[src/design/power_fault_supervisor_defines.svh]
// Assertion macros for the power fault supervisor.
// Used by modules that check their own control state; expects a clock named clock.
`ifndef POWER_FAULT_SUPERVISOR_DEFINES_SVH
`define POWER_FAULT_SUPERVISOR_DEFINES_SVH

// Same-cycle implication, disabled during reset.
`define PFS_ASSERT_NOW(label, ante, cons) \
   label: assert property (@(posedge clock) disable iff (reset) (ante) |-> (cons)) \
      else $error("pfs assertion failed");

// Next-cycle implication, disabled during reset.
`define PFS_ASSERT_NEXT(label, ante, cons) \
   label: assert property (@(posedge clock) disable iff (reset) (ante) |=> (cons)) \
      else $error("pfs assertion failed");

`endif

[src/design/pfs_pkg.sv]
// Shared types and codes for the power fault supervisor.
// No dependencies.
package pfs_pkg;

   localparam int MV_W = 20;
   localparam int MA_W = 20;
   localparam int MS_W = 32;
   localparam int PW_W = 32;
   localparam int CSR_DATA_W = 32;
   localparam int CSR_ADDR_W = 5;

   localparam logic [1:0] MODE_NORMAL   = 2'd0;
   localparam logic [1:0] MODE_WARNING  = 2'd1;
   localparam logic [1:0] MODE_FAULT    = 2'd2;
   localparam logic [1:0] MODE_RECOVERY = 2'd3;

   localparam logic [1:0] CODE_NONE        = 2'd0;
   localparam logic [1:0] CODE_INVALID     = 2'd1;
   localparam logic [1:0] CODE_OVERCURRENT = 2'd2;
   localparam logic [1:0] CODE_VOLTAGE     = 2'd3;

   localparam logic [2:0] REG_OC_WARN    = 3'd0;
   localparam logic [2:0] REG_OC_FAULT   = 3'd1;
   localparam logic [2:0] REG_V_CUTOFF   = 3'd2;
   localparam logic [2:0] REG_V_LOW      = 3'd3;
   localparam logic [2:0] REG_V_HIGH     = 3'd4;
   localparam logic [2:0] REG_DEBOUNCE   = 3'd5;
   localparam logic [2:0] REG_RECOVERY   = 3'd6;

   typedef struct packed {
      logic [MA_W-1:0] overcurrent_warn_ma;
      logic [MA_W-1:0] overcurrent_fault_ma;
      logic [MV_W-1:0] voltage_cutoff_mv;
      logic [MV_W-1:0] voltage_low_mv;
      logic [MV_W-1:0] voltage_high_mv;
      logic [MS_W-1:0] debounce_ms;
      logic [MS_W-1:0] recovery_ms;
   } cfg_type;

   typedef struct packed {
      logic                   sample_valid;
      logic [MV_W-1:0]        voltage_mv;
      logic [MA_W-1:0]        current_ma;
      logic signed [PW_W-1:0] power_mw;
      logic [MS_W-1:0]        now_ms;
   } sample_type;

   typedef struct packed {
      logic [1:0]             fault_code;
      logic [1:0]             system_state;
      logic [MS_W-1:0]        faults_seen;
      logic [MS_W-1:0]        stamp_ms;
      logic [MV_W-1:0]        voltage_out_mv;
      logic [MA_W-1:0]        current_out_ma;
      logic signed [PW_W-1:0] power_out_mw;
   } result_type;

endpackage

[src/design/pfs_req_if.sv]
// Sample channel into the supervisor: valid/ready plus sample fields.
// Depends on pfs_pkg.
interface pfs_req_if import pfs_pkg::*; ();
   logic                   valid;
   logic                   ready;
   logic                   sample_valid;
   logic [MV_W-1:0]        voltage_mv;
   logic [MA_W-1:0]        current_ma;
   logic signed [PW_W-1:0] power_mw;
   logic [MS_W-1:0]        now_ms;

   modport source (output valid, sample_valid, voltage_mv, current_ma, power_mw, now_ms,
                   input ready);
   modport sink   (input valid, sample_valid, voltage_mv, current_ma, power_mw, now_ms,
                   output ready);
endinterface

[src/design/pfs_rsp_if.sv]
// Result channel out of the supervisor: valid/ready plus result fields.
// Depends on pfs_pkg.
interface pfs_rsp_if import pfs_pkg::*; ();
   logic                   valid;
   logic                   ready;
   logic [1:0]             fault_code;
   logic [1:0]             system_state;
   logic [MS_W-1:0]        faults_seen;
   logic [MS_W-1:0]        stamp_ms;
   logic [MV_W-1:0]        voltage_out_mv;
   logic [MA_W-1:0]        current_out_ma;
   logic signed [PW_W-1:0] power_out_mw;

   modport source (output valid, fault_code, system_state, faults_seen, stamp_ms,
                   voltage_out_mv, current_out_ma, power_out_mw, input ready);
   modport sink   (input valid, fault_code, system_state, faults_seen, stamp_ms,
                   voltage_out_mv, current_out_ma, power_out_mw, output ready);
endinterface

[src/design/power_fault_supervisor.sv]
// Power fault supervisor: samples in on req, one result per sample out on rsp.
//
// Usage:
//   req carries one sensor sample per item (valid flag, voltage, current,
//   power, ms timestamp); rsp returns one item per sample with the fault code,
//   supervisor state, fault entry count and the echoed sample fields.
//   Thresholds and timers are set over the csr_ APB port, and reads return
//   the register values; the user is to write them only while no sample is
//   in flight, which the block itself does not enforce. A sample passes the
//   input register, then the classifier and state update feed the result
//   register, which drives rsp valid. Throughput is one item per cycle
//   while rsp.ready stays high. When rsp.ready is low the result register
//   holds; the input register still takes one more item, after which
//   req.ready drops until rsp drains.
//   Synchronous reset empties both stages, restores register defaults and
//   puts the state machine in normal with a zero fault count.
// Depends on pfs_pkg, pfs_req_if, pfs_rsp_if, pfs_csr and pfs_core.
module power_fault_supervisor import pfs_pkg::*; (
   input  logic                  clock,
   input  logic                  reset,
   pfs_req_if.sink               req,
   pfs_rsp_if.source             rsp,
   input  logic                  csr_psel,
   input  logic                  csr_penable,
   input  logic                  csr_pwrite,
   input  logic [CSR_ADDR_W-1:0] csr_paddr,
   input  logic [CSR_DATA_W-1:0] csr_pwdata,
   output logic [CSR_DATA_W-1:0] csr_prdata,
   output logic                  csr_pready
);

   cfg_type cfg;

   pfs_csr u_csr (
      .clock       (clock),
      .reset       (reset),
      .csr_psel    (csr_psel),
      .csr_penable (csr_penable),
      .csr_pwrite  (csr_pwrite),
      .csr_paddr   (csr_paddr),
      .csr_pwdata  (csr_pwdata),
      .csr_prdata  (csr_prdata),
      .csr_pready  (csr_pready),
      .cfg         (cfg)
   );

   pfs_core u_core (
      .clock (clock),
      .reset (reset),
      .cfg   (cfg),
      .req   (req),
      .rsp   (rsp)
   );

endmodule

[src/design/pfs_csr.sv]
// APB-style configuration registers for the supervisor thresholds and timers.
// Depends on pfs_pkg.
module pfs_csr import pfs_pkg::*; (
   input  logic                  clock,
   input  logic                  reset,
   input  logic                  csr_psel,
   input  logic                  csr_penable,
   input  logic                  csr_pwrite,
   input  logic [CSR_ADDR_W-1:0] csr_paddr,
   input  logic [CSR_DATA_W-1:0] csr_pwdata,
   output logic [CSR_DATA_W-1:0] csr_prdata,
   output logic                  csr_pready,
   output cfg_type               cfg
);

   cfg_type    cfg_ff;
   logic       wr_en;
   logic [2:0] reg_idx;

   assign csr_pready = 1'b1;
   assign wr_en      = csr_psel && csr_penable && csr_pwrite;
   assign reg_idx    = csr_paddr[CSR_ADDR_W-1:2];
   assign cfg        = cfg_ff;

   always_ff @(posedge clock) begin
      if (reset) begin
         cfg_ff.overcurrent_warn_ma  <= MA_W'(15000);
         cfg_ff.overcurrent_fault_ma <= MA_W'(20000);
         cfg_ff.voltage_cutoff_mv    <= MV_W'(180000);
         cfg_ff.voltage_low_mv       <= MV_W'(200000);
         cfg_ff.voltage_high_mv      <= MV_W'(250000);
         cfg_ff.debounce_ms          <= MS_W'(100);
         cfg_ff.recovery_ms          <= MS_W'(5000);
      end else if (wr_en) begin
         case (reg_idx)
            REG_OC_WARN:  cfg_ff.overcurrent_warn_ma  <= csr_pwdata[MA_W-1:0];
            REG_OC_FAULT: cfg_ff.overcurrent_fault_ma <= csr_pwdata[MA_W-1:0];
            REG_V_CUTOFF: cfg_ff.voltage_cutoff_mv    <= csr_pwdata[MV_W-1:0];
            REG_V_LOW:    cfg_ff.voltage_low_mv       <= csr_pwdata[MV_W-1:0];
            REG_V_HIGH:   cfg_ff.voltage_high_mv      <= csr_pwdata[MV_W-1:0];
            REG_DEBOUNCE: cfg_ff.debounce_ms          <= csr_pwdata[MS_W-1:0];
            REG_RECOVERY: cfg_ff.recovery_ms          <= csr_pwdata[MS_W-1:0];
            default: ;
         endcase
      end
   end

   always_comb begin
      case (reg_idx)
         REG_OC_WARN:  csr_prdata = CSR_DATA_W'(cfg_ff.overcurrent_warn_ma);
         REG_OC_FAULT: csr_prdata = CSR_DATA_W'(cfg_ff.overcurrent_fault_ma);
         REG_V_CUTOFF: csr_prdata = CSR_DATA_W'(cfg_ff.voltage_cutoff_mv);
         REG_V_LOW:    csr_prdata = CSR_DATA_W'(cfg_ff.voltage_low_mv);
         REG_V_HIGH:   csr_prdata = CSR_DATA_W'(cfg_ff.voltage_high_mv);
         REG_DEBOUNCE: csr_prdata = CSR_DATA_W'(cfg_ff.debounce_ms);
         REG_RECOVERY: csr_prdata = CSR_DATA_W'(cfg_ff.recovery_ms);
         default:      csr_prdata = '0;
      endcase
   end

endmodule

[src/design/pfs_core.sv]
// Supervisor datapath: input register, classify + state machine, result register.
// Depends on pfs_pkg, pfs_req_if, pfs_rsp_if and the assertion macro header.
`include "power_fault_supervisor_defines.svh"

module pfs_core import pfs_pkg::*; (
   input  logic        clock,
   input  logic        reset,
   input  cfg_type     cfg,
   pfs_req_if.sink     req,
   pfs_rsp_if.source   rsp
);

   logic            in_valid_ff;
   sample_type      in_ff;
   logic            out_valid_ff;
   result_type      out_ff;
   logic            adv;

   logic [1:0]      mode_ff, mode_in;
   logic [1:0]      held_ff, held_in;
   logic            abn_flag_ff, abn_flag_in;
   logic [MS_W-1:0] abn_start_ff, abn_start_in;
   logic            heal_flag_ff, heal_flag_in;
   logic [MS_W-1:0] heal_start_ff, heal_start_in;
   logic [MS_W-1:0] entries_ff, entries_in;

   logic [1:0]      cls;
   logic            serious;
   logic [MS_W-1:0] abn_base, abn_elapsed, heal_elapsed;

   // two-stage pipe, ready chains back combinationally
   assign adv       = in_valid_ff && (!out_valid_ff || rsp.ready);
   assign req.ready = !in_valid_ff || adv;

   always_ff @(posedge clock) begin
      if (reset) begin
         in_valid_ff  <= 1'b0;
         out_valid_ff <= 1'b0;
      end else begin
         if (req.ready) begin
            in_valid_ff <= req.valid;
         end
         if (adv) begin
            out_valid_ff <= 1'b1;
         end else if (rsp.ready) begin
            out_valid_ff <= 1'b0;
         end
      end
   end

   always_ff @(posedge clock) begin
      if (req.valid && req.ready) begin
         in_ff.sample_valid <= req.sample_valid;
         in_ff.voltage_mv   <= req.voltage_mv;
         in_ff.current_ma   <= req.current_ma;
         in_ff.power_mw     <= req.power_mw;
         in_ff.now_ms       <= req.now_ms;
      end
   end

   always_comb begin
      if (!in_ff.sample_valid) begin
         cls = CODE_INVALID;
      end else if (in_ff.current_ma >= cfg.overcurrent_warn_ma) begin
         cls = CODE_OVERCURRENT;
      end else if (in_ff.voltage_mv < cfg.voltage_cutoff_mv ||
                   in_ff.voltage_mv < cfg.voltage_low_mv ||
                   in_ff.voltage_mv > cfg.voltage_high_mv) begin
         cls = CODE_VOLTAGE;
      end else begin
         cls = CODE_NONE;
      end
   end

   assign serious      = (cls == CODE_OVERCURRENT) || !in_ff.sample_valid ||
                         (in_ff.current_ma >= cfg.overcurrent_fault_ma);
   assign abn_base     = abn_flag_ff ? abn_start_ff : in_ff.now_ms;
   assign abn_elapsed  = in_ff.now_ms - abn_base;
   assign heal_elapsed = in_ff.now_ms - heal_start_ff;

   always_comb begin
      mode_in       = mode_ff;
      held_in       = held_ff;
      abn_flag_in   = abn_flag_ff;
      abn_start_in  = abn_start_ff;
      heal_flag_in  = heal_flag_ff;
      heal_start_in = heal_start_ff;
      entries_in    = entries_ff;
      if (cls != CODE_NONE) begin
         heal_flag_in  = 1'b0;
         heal_start_in = '0;
         abn_flag_in   = 1'b1;
         abn_start_in  = abn_base;
         if (serious && abn_elapsed >= cfg.debounce_ms) begin
            if (mode_ff != MODE_FAULT) begin
               entries_in = entries_ff + MS_W'(1);
            end
            mode_in = MODE_FAULT;
            held_in = cls;
         end else if (mode_ff == MODE_NORMAL || mode_ff == MODE_RECOVERY) begin
            mode_in = MODE_WARNING;
            held_in = cls;
         end
      end else begin
         abn_flag_in  = 1'b0;
         abn_start_in = '0;
         if (mode_ff == MODE_FAULT || mode_ff == MODE_WARNING) begin
            mode_in       = MODE_RECOVERY;
            held_in       = CODE_NONE;
            heal_start_in = in_ff.now_ms;
            heal_flag_in  = 1'b1;
         end else if (mode_ff == MODE_RECOVERY && heal_flag_ff &&
                      heal_elapsed >= cfg.recovery_ms) begin
            mode_in      = MODE_NORMAL;
            heal_flag_in = 1'b0;
         end
      end
   end

   always_ff @(posedge clock) begin
      if (reset) begin
         mode_ff       <= MODE_NORMAL;
         held_ff       <= CODE_NONE;
         abn_flag_ff   <= 1'b0;
         abn_start_ff  <= '0;
         heal_flag_ff  <= 1'b0;
         heal_start_ff <= '0;
         entries_ff    <= '0;
      end else if (adv) begin
         mode_ff       <= mode_in;
         held_ff       <= held_in;
         abn_flag_ff   <= abn_flag_in;
         abn_start_ff  <= abn_start_in;
         heal_flag_ff  <= heal_flag_in;
         heal_start_ff <= heal_start_in;
         entries_ff    <= entries_in;
      end
   end

   always_ff @(posedge clock) begin
      if (adv) begin
         out_ff.fault_code     <= held_in;
         out_ff.system_state   <= mode_in;
         out_ff.faults_seen    <= entries_in;
         out_ff.stamp_ms       <= in_ff.now_ms;
         out_ff.voltage_out_mv <= in_ff.voltage_mv;
         out_ff.current_out_ma <= in_ff.current_ma;
         out_ff.power_out_mw   <= in_ff.power_mw;
      end
   end

   assign rsp.valid          = out_valid_ff;
   assign rsp.fault_code     = out_ff.fault_code;
   assign rsp.system_state   = out_ff.system_state;
   assign rsp.faults_seen    = out_ff.faults_seen;
   assign rsp.stamp_ms       = out_ff.stamp_ms;
   assign rsp.voltage_out_mv = out_ff.voltage_out_mv;
   assign rsp.current_out_ma = out_ff.current_out_ma;
   assign rsp.power_out_mw   = out_ff.power_out_mw;

   `PFS_ASSERT_NOW(a_held_none_when_calm,
      mode_ff == MODE_NORMAL || mode_ff == MODE_RECOVERY, held_ff == CODE_NONE)
   `PFS_ASSERT_NOW(a_held_set_when_alarmed,
      mode_ff == MODE_WARNING || mode_ff == MODE_FAULT, held_ff != CODE_NONE)
   `PFS_ASSERT_NOW(a_heal_only_in_recovery, heal_flag_ff, mode_ff == MODE_RECOVERY)
   `PFS_ASSERT_NOW(a_abn_only_when_alarmed, abn_flag_ff,
      mode_ff == MODE_WARNING || mode_ff == MODE_FAULT)
   `PFS_ASSERT_NOW(a_count_on_fault_entry, !$past(reset) && !$stable(entries_ff),
      mode_ff == MODE_FAULT && $past(mode_ff) != MODE_FAULT)

endmodule

[src/flat_wrapper.sv]
// flat-port wrapper written by rule: the top's interface ports become plain ports
module power_fault_supervisor_flat import pfs_pkg::*;
  (clock, reset, csr_psel, csr_penable, csr_pwrite, csr_paddr, csr_pwdata, csr_prdata, csr_pready, req_valid, req_sample_valid, req_voltage_mv, req_current_ma, req_power_mw, req_now_ms, req_ready, rsp_valid, rsp_fault_code, rsp_system_state, rsp_faults_seen, rsp_stamp_ms, rsp_voltage_out_mv, rsp_current_out_ma, rsp_power_out_mw, rsp_ready);
  pfs_req_if req_i ();
  pfs_rsp_if rsp_i ();
  input  logic clock;
  input  logic reset;
  input  logic csr_psel;
  input  logic csr_penable;
  input  logic csr_pwrite;
  input  logic [CSR_ADDR_W-1:0] csr_paddr;
  input  logic [CSR_DATA_W-1:0] csr_pwdata;
  output logic [CSR_DATA_W-1:0] csr_prdata;
  output logic csr_pready;
  input wire logic [$bits(req_i.valid)-1:0] req_valid;
  input wire logic [$bits(req_i.sample_valid)-1:0] req_sample_valid;
  input wire logic [$bits(req_i.voltage_mv)-1:0] req_voltage_mv;
  input wire logic [$bits(req_i.current_ma)-1:0] req_current_ma;
  input wire logic [$bits(req_i.power_mw)-1:0] req_power_mw;
  input wire logic [$bits(req_i.now_ms)-1:0] req_now_ms;
  output wire logic [$bits(req_i.ready)-1:0] req_ready;
  output wire logic [$bits(rsp_i.valid)-1:0] rsp_valid;
  output wire logic [$bits(rsp_i.fault_code)-1:0] rsp_fault_code;
  output wire logic [$bits(rsp_i.system_state)-1:0] rsp_system_state;
  output wire logic [$bits(rsp_i.faults_seen)-1:0] rsp_faults_seen;
  output wire logic [$bits(rsp_i.stamp_ms)-1:0] rsp_stamp_ms;
  output wire logic [$bits(rsp_i.voltage_out_mv)-1:0] rsp_voltage_out_mv;
  output wire logic [$bits(rsp_i.current_out_ma)-1:0] rsp_current_out_ma;
  output wire logic [$bits(rsp_i.power_out_mw)-1:0] rsp_power_out_mw;
  input wire logic [$bits(rsp_i.ready)-1:0] rsp_ready;
  assign req_i.valid = req_valid;
  assign req_i.sample_valid = req_sample_valid;
  assign req_i.voltage_mv = req_voltage_mv;
  assign req_i.current_ma = req_current_ma;
  assign req_i.power_mw = req_power_mw;
  assign req_i.now_ms = req_now_ms;
  assign req_ready = req_i.ready;
  assign rsp_valid = rsp_i.valid;
  assign rsp_fault_code = rsp_i.fault_code;
  assign rsp_system_state = rsp_i.system_state;
  assign rsp_faults_seen = rsp_i.faults_seen;
  assign rsp_stamp_ms = rsp_i.stamp_ms;
  assign rsp_voltage_out_mv = rsp_i.voltage_out_mv;
  assign rsp_current_out_ma = rsp_i.current_out_ma;
  assign rsp_power_out_mw = rsp_i.power_out_mw;
  assign rsp_i.ready = rsp_ready;
  power_fault_supervisor u_core (.clock(clock), .reset(reset), .req(req_i), .rsp(rsp_i), .csr_psel(csr_psel), .csr_penable(csr_penable), .csr_pwrite(csr_pwrite), .csr_paddr(csr_paddr), .csr_pwdata(csr_pwdata), .csr_prdata(csr_prdata), .csr_pready(csr_pready));
endmodule
[config.mk]
export PLATFORM = sky130hd
export DESIGN_NAME = power_fault_supervisor_flat
export DESIGN_NICKNAME = d
export VERILOG_FILES = /design/src/design/pfs_pkg.sv /design/src/design/pfs_req_if.sv /design/src/design/pfs_rsp_if.sv /design/src/design/power_fault_supervisor.sv /design/src/design/pfs_csr.sv /design/src/design/pfs_core.sv /design/src/flat_wrapper.sv
export VERILOG_INCLUDE_DIRS = /design/src /design/src/design
export SDC_FILE = /design/constraint.sdc
export NUM_CORES = 1
export LEC_CHECK = 0
export BUFFER_PORTS_ARGS = -buffer_cell sky130_fd_sc_hd__buf_2
export CAP_MARGIN = 10
export CORE_ASPECT_RATIO = 0.8
export CORE_MARGIN = 2
export CORE_UTILIZATION = 59
export DETAILED_ROUTE_END_ITERATION = 10
export GPL_TIMING_DRIVEN = 1
export PLACE_DENSITY = 0.79
export SETUP_SLACK_MARGIN = 0.2
export SLEW_MARGIN = 10
export SYNTH_ARGS = -nofsm -noshare
export SYNTH_HDL_FRONTEND = slang
export SYNTH_HIERARCHICAL = 1
export SYNTH_SLANG_ARGS = --single-unit
[constraint.sdc]
create_clock -name clock -period 8.5 [get_ports clock]
set_clock_uncertainty 0.05 [all_clocks]
set_input_delay 1.7 -clock clock [delete_from_list [all_inputs] [get_ports clock]]
set_output_delay 1.7 -clock clock [all_outputs]
set_load 0.1 [all_outputs]
== Word-level counts from Yosys, hierarchy flattened ==
Cells that the tools add are included.

* Bits in registers: 513
* Input port bits: 149
* Output and inout port bits: 175
* Word-level logic and storage cells: 108

* $add $sub $neg: 3
* Order comparisons: 7
* Equal/unequal tests: 11
* Multiplexer cells: 26
* Reduce and logical (&&, ||, !) cells: 33

{| class="wikitable"
|+ Operators with widths
! kind !! number
|-
| 2-to-1 mux 32 bit || 7
|-
| case mux 32 bit (7 select lines) || 1
|-
| >= comparator 32 bit || 2
|-
| subtractor 32 bit || 2
|-
| >= comparator 20 bit || 2
|-
| < comparator 20 bit || 2
|-
| adder 32 x 1 -> 32 bit (second input constant) || 1
|-
| 2-to-1 mux 2 bit || 12
|-
| > comparator 20 bit || 1
|-
| AND reduction 2 bit || 9
|-
| equality test 3 bit (second input constant) || 3
|-
| logical OR 1 bit || 8
|-
| logical AND 1 bit || 7
|-
| equality test 2 bit (second input constant) || 3
|-
| equality test 3 x 2 -> 1 bit (second input constant) || 2
|-
| 2-to-1 mux 1 bit || 6
|-
| nonzero test 2 bit || 3
|-
| equality test 3 x 1 -> 1 bit (second input constant) || 1
|-
| logical NOT 1 bit || 3
|-
| logical NOT 3 bit || 1
|-
| nonzero test 3 bit || 1
|-
| equality test 2 x 1 -> 1 bit (second input constant) || 1
|-
| logical NOT 2 bit || 1
|-
| != test 2 bit (second input constant) || 1
|}

== Logic depth before layout (Yosys ltp) ==
* Depth in word-level cells: 12
* Depth in mapped cells: 27
* Gate-level depth less buffers: 24

== Hierarchy ==
Netlist, hierarchy kept.

{| class="wikitable"
|+ Modules (own cells, without submodules)
! module !! instances !! cells each !! area an instance (µm²) !! sequential area each (µm²)
|-
| pfs_core || 1 || 1,837 || 19,593.8 || 9,439.1
|-
| pfs_csr || 1 || 859 || 7,516.0 || 3,283.1
|}

== Worst setup path after synthesis ==
No wires, ideal clock.

* Path type: register -> register
* Start point: register u_core.u_core.abn_flag_ff
* End point: register u_core.u_core.entries_ff[10]
* Setup time: 0.121 ns
* Arrival: 5.974 ns
* Data required time: 8.329 ns
* Setup slack: 2.355 ns
* Cell stages (with the launch flop): 24
* Buffers on the path: 3
* Clock period less this slack: 6.145 ns
* Path through: dfxtp_1 -> clkbuf_1 -> buf_1 -> mux2i_1 -> ha_1 -> a21o_1 -> or2_2 -> o21ai_0 -> a211oi_1 -> o311ai_0 -> a21oi_1 -> a211oi_1 -> a21oi_1 -> xor2_1 -> ha_1 -> nand4_1 -> a2111oi_2 -> a311oi_1 -> and4_4 -> a211oi_4 -> o311ai_2 -> buf_2 -> nor3_1 -> mux2_2

* Cells in the longest elaborated chain, start to end: 6

{| class="wikitable"
|+ RTL lines
! element !! RTL line !! text
|-
| start: declaration || pfs_core.sv:21 || <nowiki>logic abn_flag_ff, abn_flag_in;</nowiki>
|-
| start signal: assignment || pfs_core.sv:132 || <nowiki>abn_flag_ff <= abn_flag_in;</nowiki>
|-
| 2-to-1 mux 32 bit || pfs_core.sv:77 || <nowiki>assign abn_base = abn_flag_ff ? abn_start_ff : in_ff.now_ms;</nowiki>
|-
| subtractor 32 bit || pfs_core.sv:78 || <nowiki>assign abn_elapsed = in_ff.now_ms - abn_base;</nowiki>
|-
| >= comparator 32 bit || pfs_core.sv:94 || <nowiki>if (serious && abn_elapsed >= cfg.debounce_ms) begin</nowiki>
|-
| logical AND 1 bit || pfs_core.sv:94 ||
|-
| 2-to-1 mux 32 bit || pfs_core.sv:94 ||
|-
| 2-to-1 mux 32 bit || pfs_core.sv:89 || <nowiki>if (cls != CODE_NONE) begin</nowiki>
|-
| end signal: assignment || pfs_core.sv:136 || <nowiki>entries_ff <= entries_in;</nowiki>
|-
| end: declaration || pfs_core.sv:25 || <nowiki>logic [MS_W-1:0] entries_ff, entries_in;</nowiki>
|}

No other way between the ends.
A chain may end at the register's enable or synchronous reset.

== Worst setup path after layout ==
* Start point: register u_core.u_core.abn_flag_ff
* End point: register u_core.u_core.entries_ff[27]

The elaborated chain is that of the path after synthesis.

==> results.sh <==
export IMPL_final_cell_mix="320 x buf_2, 267 x dfxtp_1, 245 x edfxtp_1"
export IMPL_p_clk_share_pct=37.3
export IMPL_syn_area_mm2=0.02711
export IMPL_met2_usage_pct=47.85
export IMPL_grt_pass1_vias=21101
export IMPL_core_area_mm2=0.04554
export IMPL_post_route_period_util_pct=81.97
export IMPL_status="finished, final reports clean"
export IMPL_ys_warn_count=6
export IMPL_hp_class="flop to flop"
export IMPL_cts_clk_slew_worst_paths_ns=0.06
export IMPL_wl_per_cell_um=20.95
export IMPL_nets=3335
export IMPL_fin_tns_setup_ns=0
export IMPL_final_cell_count_no_fill=3610
export IMPL_grt_ovfl_total=0
export IMPL_p_int_mw=4.337
export IMPL_drive_gt1_share_pct=16.11
export IMPL_p_leak_nw=12.46
export IMPL_cts_resized=0
export IMPL_critPathRequiredTime_ns=8.92
export IMPL_post_cts_buffers=0
export IMPL_route_detailed_drc=0
export IMPL_num_rows=70
export IMPL_cp_max_fo=35
export IMPL_fmax_ghz=0.1435
export IMPL_r2r_cells=20
export IMPL_cp_cell_sequence="mux2i_1 > ha_1 > a21o_1 > or2_2 > o21ai_0 > a211oi_1 > o311ai_0 > a21oi_1 > a211oi_1 > a21oi_1 > xor2_1 > ha_1 > nand4_1 > a2111oi_2 > a311oi_1 > and4_4 > a211oi_4 > o311ai_4 > nor3_1 > mux2_2"
export IMPL_dr_pass1_iters=8
export IMPL_synth_edff_count=245
export IMPL_rsz0062_at_grt="no"
export IMPL_die_y_um=195.7
export IMPL_whs_ns=0.3633
export IMPL_synth_seq_cells=513
export IMPL_cp_end_kind="flop"
export IMPL_hold_viol_final=0
export IMPL_finalMaxSlewViolations=0
export IMPL_grt_max_degree=104
export IMPL_track_usage_pct=30.79
export IMPL_area_delta_synth_final_pct=13.58
export IMPL_drv_cap=0
export IMPL_num_vias=22320
export IMPL_netlist_instances=2696
export IMPL_ios=324
export IMPL_ys_seq_area_share_pct=46.93
export IMPL_yosys_area_share_simple_pct=12.29
export IMPL_drt_iter0_markers=2218
export IMPL_worst_pin_slew_ns=1.234
export IMPL_setup_worst_path_start_class="flop"
export IMPL_dieArea_mm2=0.04769
export IMPL_tritoncts="built"
export IMPL_min_period_ns=6.967
export IMPL_final_common_cell="buf_2"
export IMPL_synth_xor_area_share_pct=2.811
export IMPL_p_switching_mw=1.827
export IMPL_slowest_stage="o311ai_0"
export IMPL_use_met1_pct=43.75
export IMPL_slowest_delay_ns=0.57
export IMPL_synth_top_family_by_area="compound AO/OA/AOI/OAI gates"
export IMPL_synth_compound_area_share_pct=16.81
export IMPL_port_buffers=320
export IMPL_cts_hold_buffers=0
export IMPL_rrSetupSlack_ns=1.53
export IMPL_clockBufferDepth=3
export IMPL_place_inst=3515
export IMPL_holdPathEnd="u_core/u_core/rsp.power_out_mw[22]"
export IMPL_cts_root_buf="clkbuf_16"
export IMPL_hp_start="u_core/u_core/in_ff[54]"
export IMPL_crit_type="flop to flop"
export IMPL_synth_fa_ha_area_share_pct=10.67
export IMPL_max_slew_margin_rel_pct=17.56
export IMPL_syn_num_nets=3075
export IMPL_irDropWorstVdd_v=0.0001691
export IMPL_gp_congestion=0.9450
export IMPL_top_usage_layer="met2"
export IMPL_reg2reg_to="u_core/u_core/entries_ff[27]"
export IMPL_cts_num_sinks=513
export IMPL_setup_viol=0
export IMPL_antenna_found_initial=2
export IMPL_timing_rr_start="u_core/u_core/abn_flag_ff"
export IMPL_n_antenna_cell=0
export IMPL_avgSynthCellArea_um2=10.06
export IMPL_drt_total_wl_um=75620
export IMPL_synth_main_ff_cell="dfxtp_1"
export IMPL_hold_depth=0
export IMPL_clock_latency_ns=0.61
export IMPL_ys_types=85
export IMPL_cts_made_buffers=50
export IMPL_grt_pass1_wl_um=116300
export IMPL_worstPathArrival_ns=7.39
export IMPL_cts_max_level=2
export IMPL_power_per_cell_area_mw_per_mm2=200.2
export IMPL_initial_core_util_pct=59.52
export IMPL_seqPwrFrac_pct=44.4
export IMPL_viasPerCell=6.183
export IMPL_synth_mux_area_share_pct=5.128
export IMPL_die_x_um=243.7
export IMPL_final_antenna_net_count=0
export IMPL_ys_async_sr_fraction_pct=0
export IMPL_swShare_pct=29.64
export IMPL_p_comb_share_pct=18.4
export IMPL_grt_use_met3_pct=5.787
export IMPL_post_dp_hpwl_um=54640
[metal layers]
metal	routed length (um)	part of all wire [%]
met4	2168	2.9
met5	0	0
met2	33990	45
met3	6987	9.2
met1	32480	43
[cell usage after synthesis, drive strengths merged, types with 73 or more instances]
cell | number | area, um2
inv | 222 | 833.3
clkbuf | 85 | 319.1
nand3 | 141 | 710.7
nand2 | 89 | 341.6
a21oi | 219 | 1096
o21ai | 153 | 765.7
a21o | 73 | 548.0
ha | 228 | 2853
dfxtp | 268 | 5365
mux2i | 104 | 1041
edfxtp | 245 | 7357
nor2 | 203 | 772.0
[critical path, delay by kind of cell, from the launching register on]
kind / cells / cell delay [ns]
muxes: 2 / 0.73
adders and majority gates: 2 / 0.63
DFF: 1 / 0.49
xor gates and xnor gates: 1 / 0.19
AOI/OAI and AO/OA: 11 / 3.62
and+or+nand+nor: 4 / 1.12
[power by group through the flow]
stage / clock [mW] / combinational, mW / sequential [mW]
floorplan: 0 / 0.613 / 3.00
global placement: 0 / 1.08 / 2.78
detailed placement: 0 / 1.11 / 2.79
CTS: 2.33 / 1.12 / 2.74
global route: 2.42 / 1.21 / 2.74
finish: 2.30 / 1.13 / 2.74
[metrics by stage]
stage / power (mW) / instance area (um2) / util [%] / setup WS, ns
6_report: 6.164 / 30790 / 67.61 / 1.533
5_1_grt: 6.376 / 30790 / 67.61 / 1.069
4_1_cts: 6.182 / 30780 / 67.59 / 1.640
3_5_place_dp: 3.899 / 29100 / 63.89 / 1.750
3_3_place_gp: 3.862 / 29100 / 63.89 / 1.931
2_1_floorplan: 3.616 / 27110 / - / 2.355
[worst max path at each step]
stage	from	end	slack (ns)	cells past startpoint
6_report	u_core/u_core/abn_flag_ff	u_core/u_core/entries_ff[27]	1.53	20
5_1_grt	u_core/u_core/abn_flag_ff	u_core/u_core/entries_ff[11]	1.07	21
4_1_cts	u_core/u_core/abn_flag_ff	u_core/u_core/entries_ff[27]	1.64	20
3_5_place_dp	u_core/u_core/abn_flag_ff	u_core/u_core/entries_ff[27]	1.75	21
3_3_place_gp	u_core/u_core/abn_flag_ff	u_core/u_core/entries_ff[10]	1.93	20
2_1_floorplan	u_core/u_core/abn_flag_ff	u_core/u_core/entries_ff[10]	2.36	23
[cell type report]
type	instances	area, um2
clock buffers	66	1373
clock inverters	28	312.8
fillers	3620	14750
inverters	222	838.3
multi-input cells	1824	12990
flip-flops and latches	513	12720
well taps	612	765.7
repair buffers	345	1793
[cells by family after synthesis]
group | Yosys count
adder cells (fa/ha/maj) | 230
XOR/XNOR | 87
flip-flops | 513
other | 1
AND/OR/NAND/NOR | 665
AO/OA/AOI/OAI | 708
multiplexers | 133
buffers and inverters | 359
[registers in the layout, summed over array words and instances, names as in the netlist]
register,count
u_core/u_csr/cfg,164
u_core/u_core/in_ff,105
u_core/u_core/abn_start_ff,32
u_core/u_core/entries_ff,32
u_core/u_core/heal_start_ff,32
u_core/u_core/rsp.faults_seen,32
u_core/u_core/rsp.power_out_mw,32
u_core/u_core/rsp.stamp_ms,32
u_core/u_core/rsp.current_out_ma,20
u_core/u_core/rsp.voltage_out_mv,20
u_core/u_core/held_ff,2
u_core/u_core/mode_ff,2
u_core/u_core/rsp.fault_code,2
u_core/u_core/rsp.system_state,2
u_core/u_core/abn_flag_ff,1
u_core/u_core/heal_flag_ff,1
u_core/u_core/in_valid_ff,1
u_core/u_core/rsp.valid,1
No activity file was read; power rests on OpenSTA's default activity.
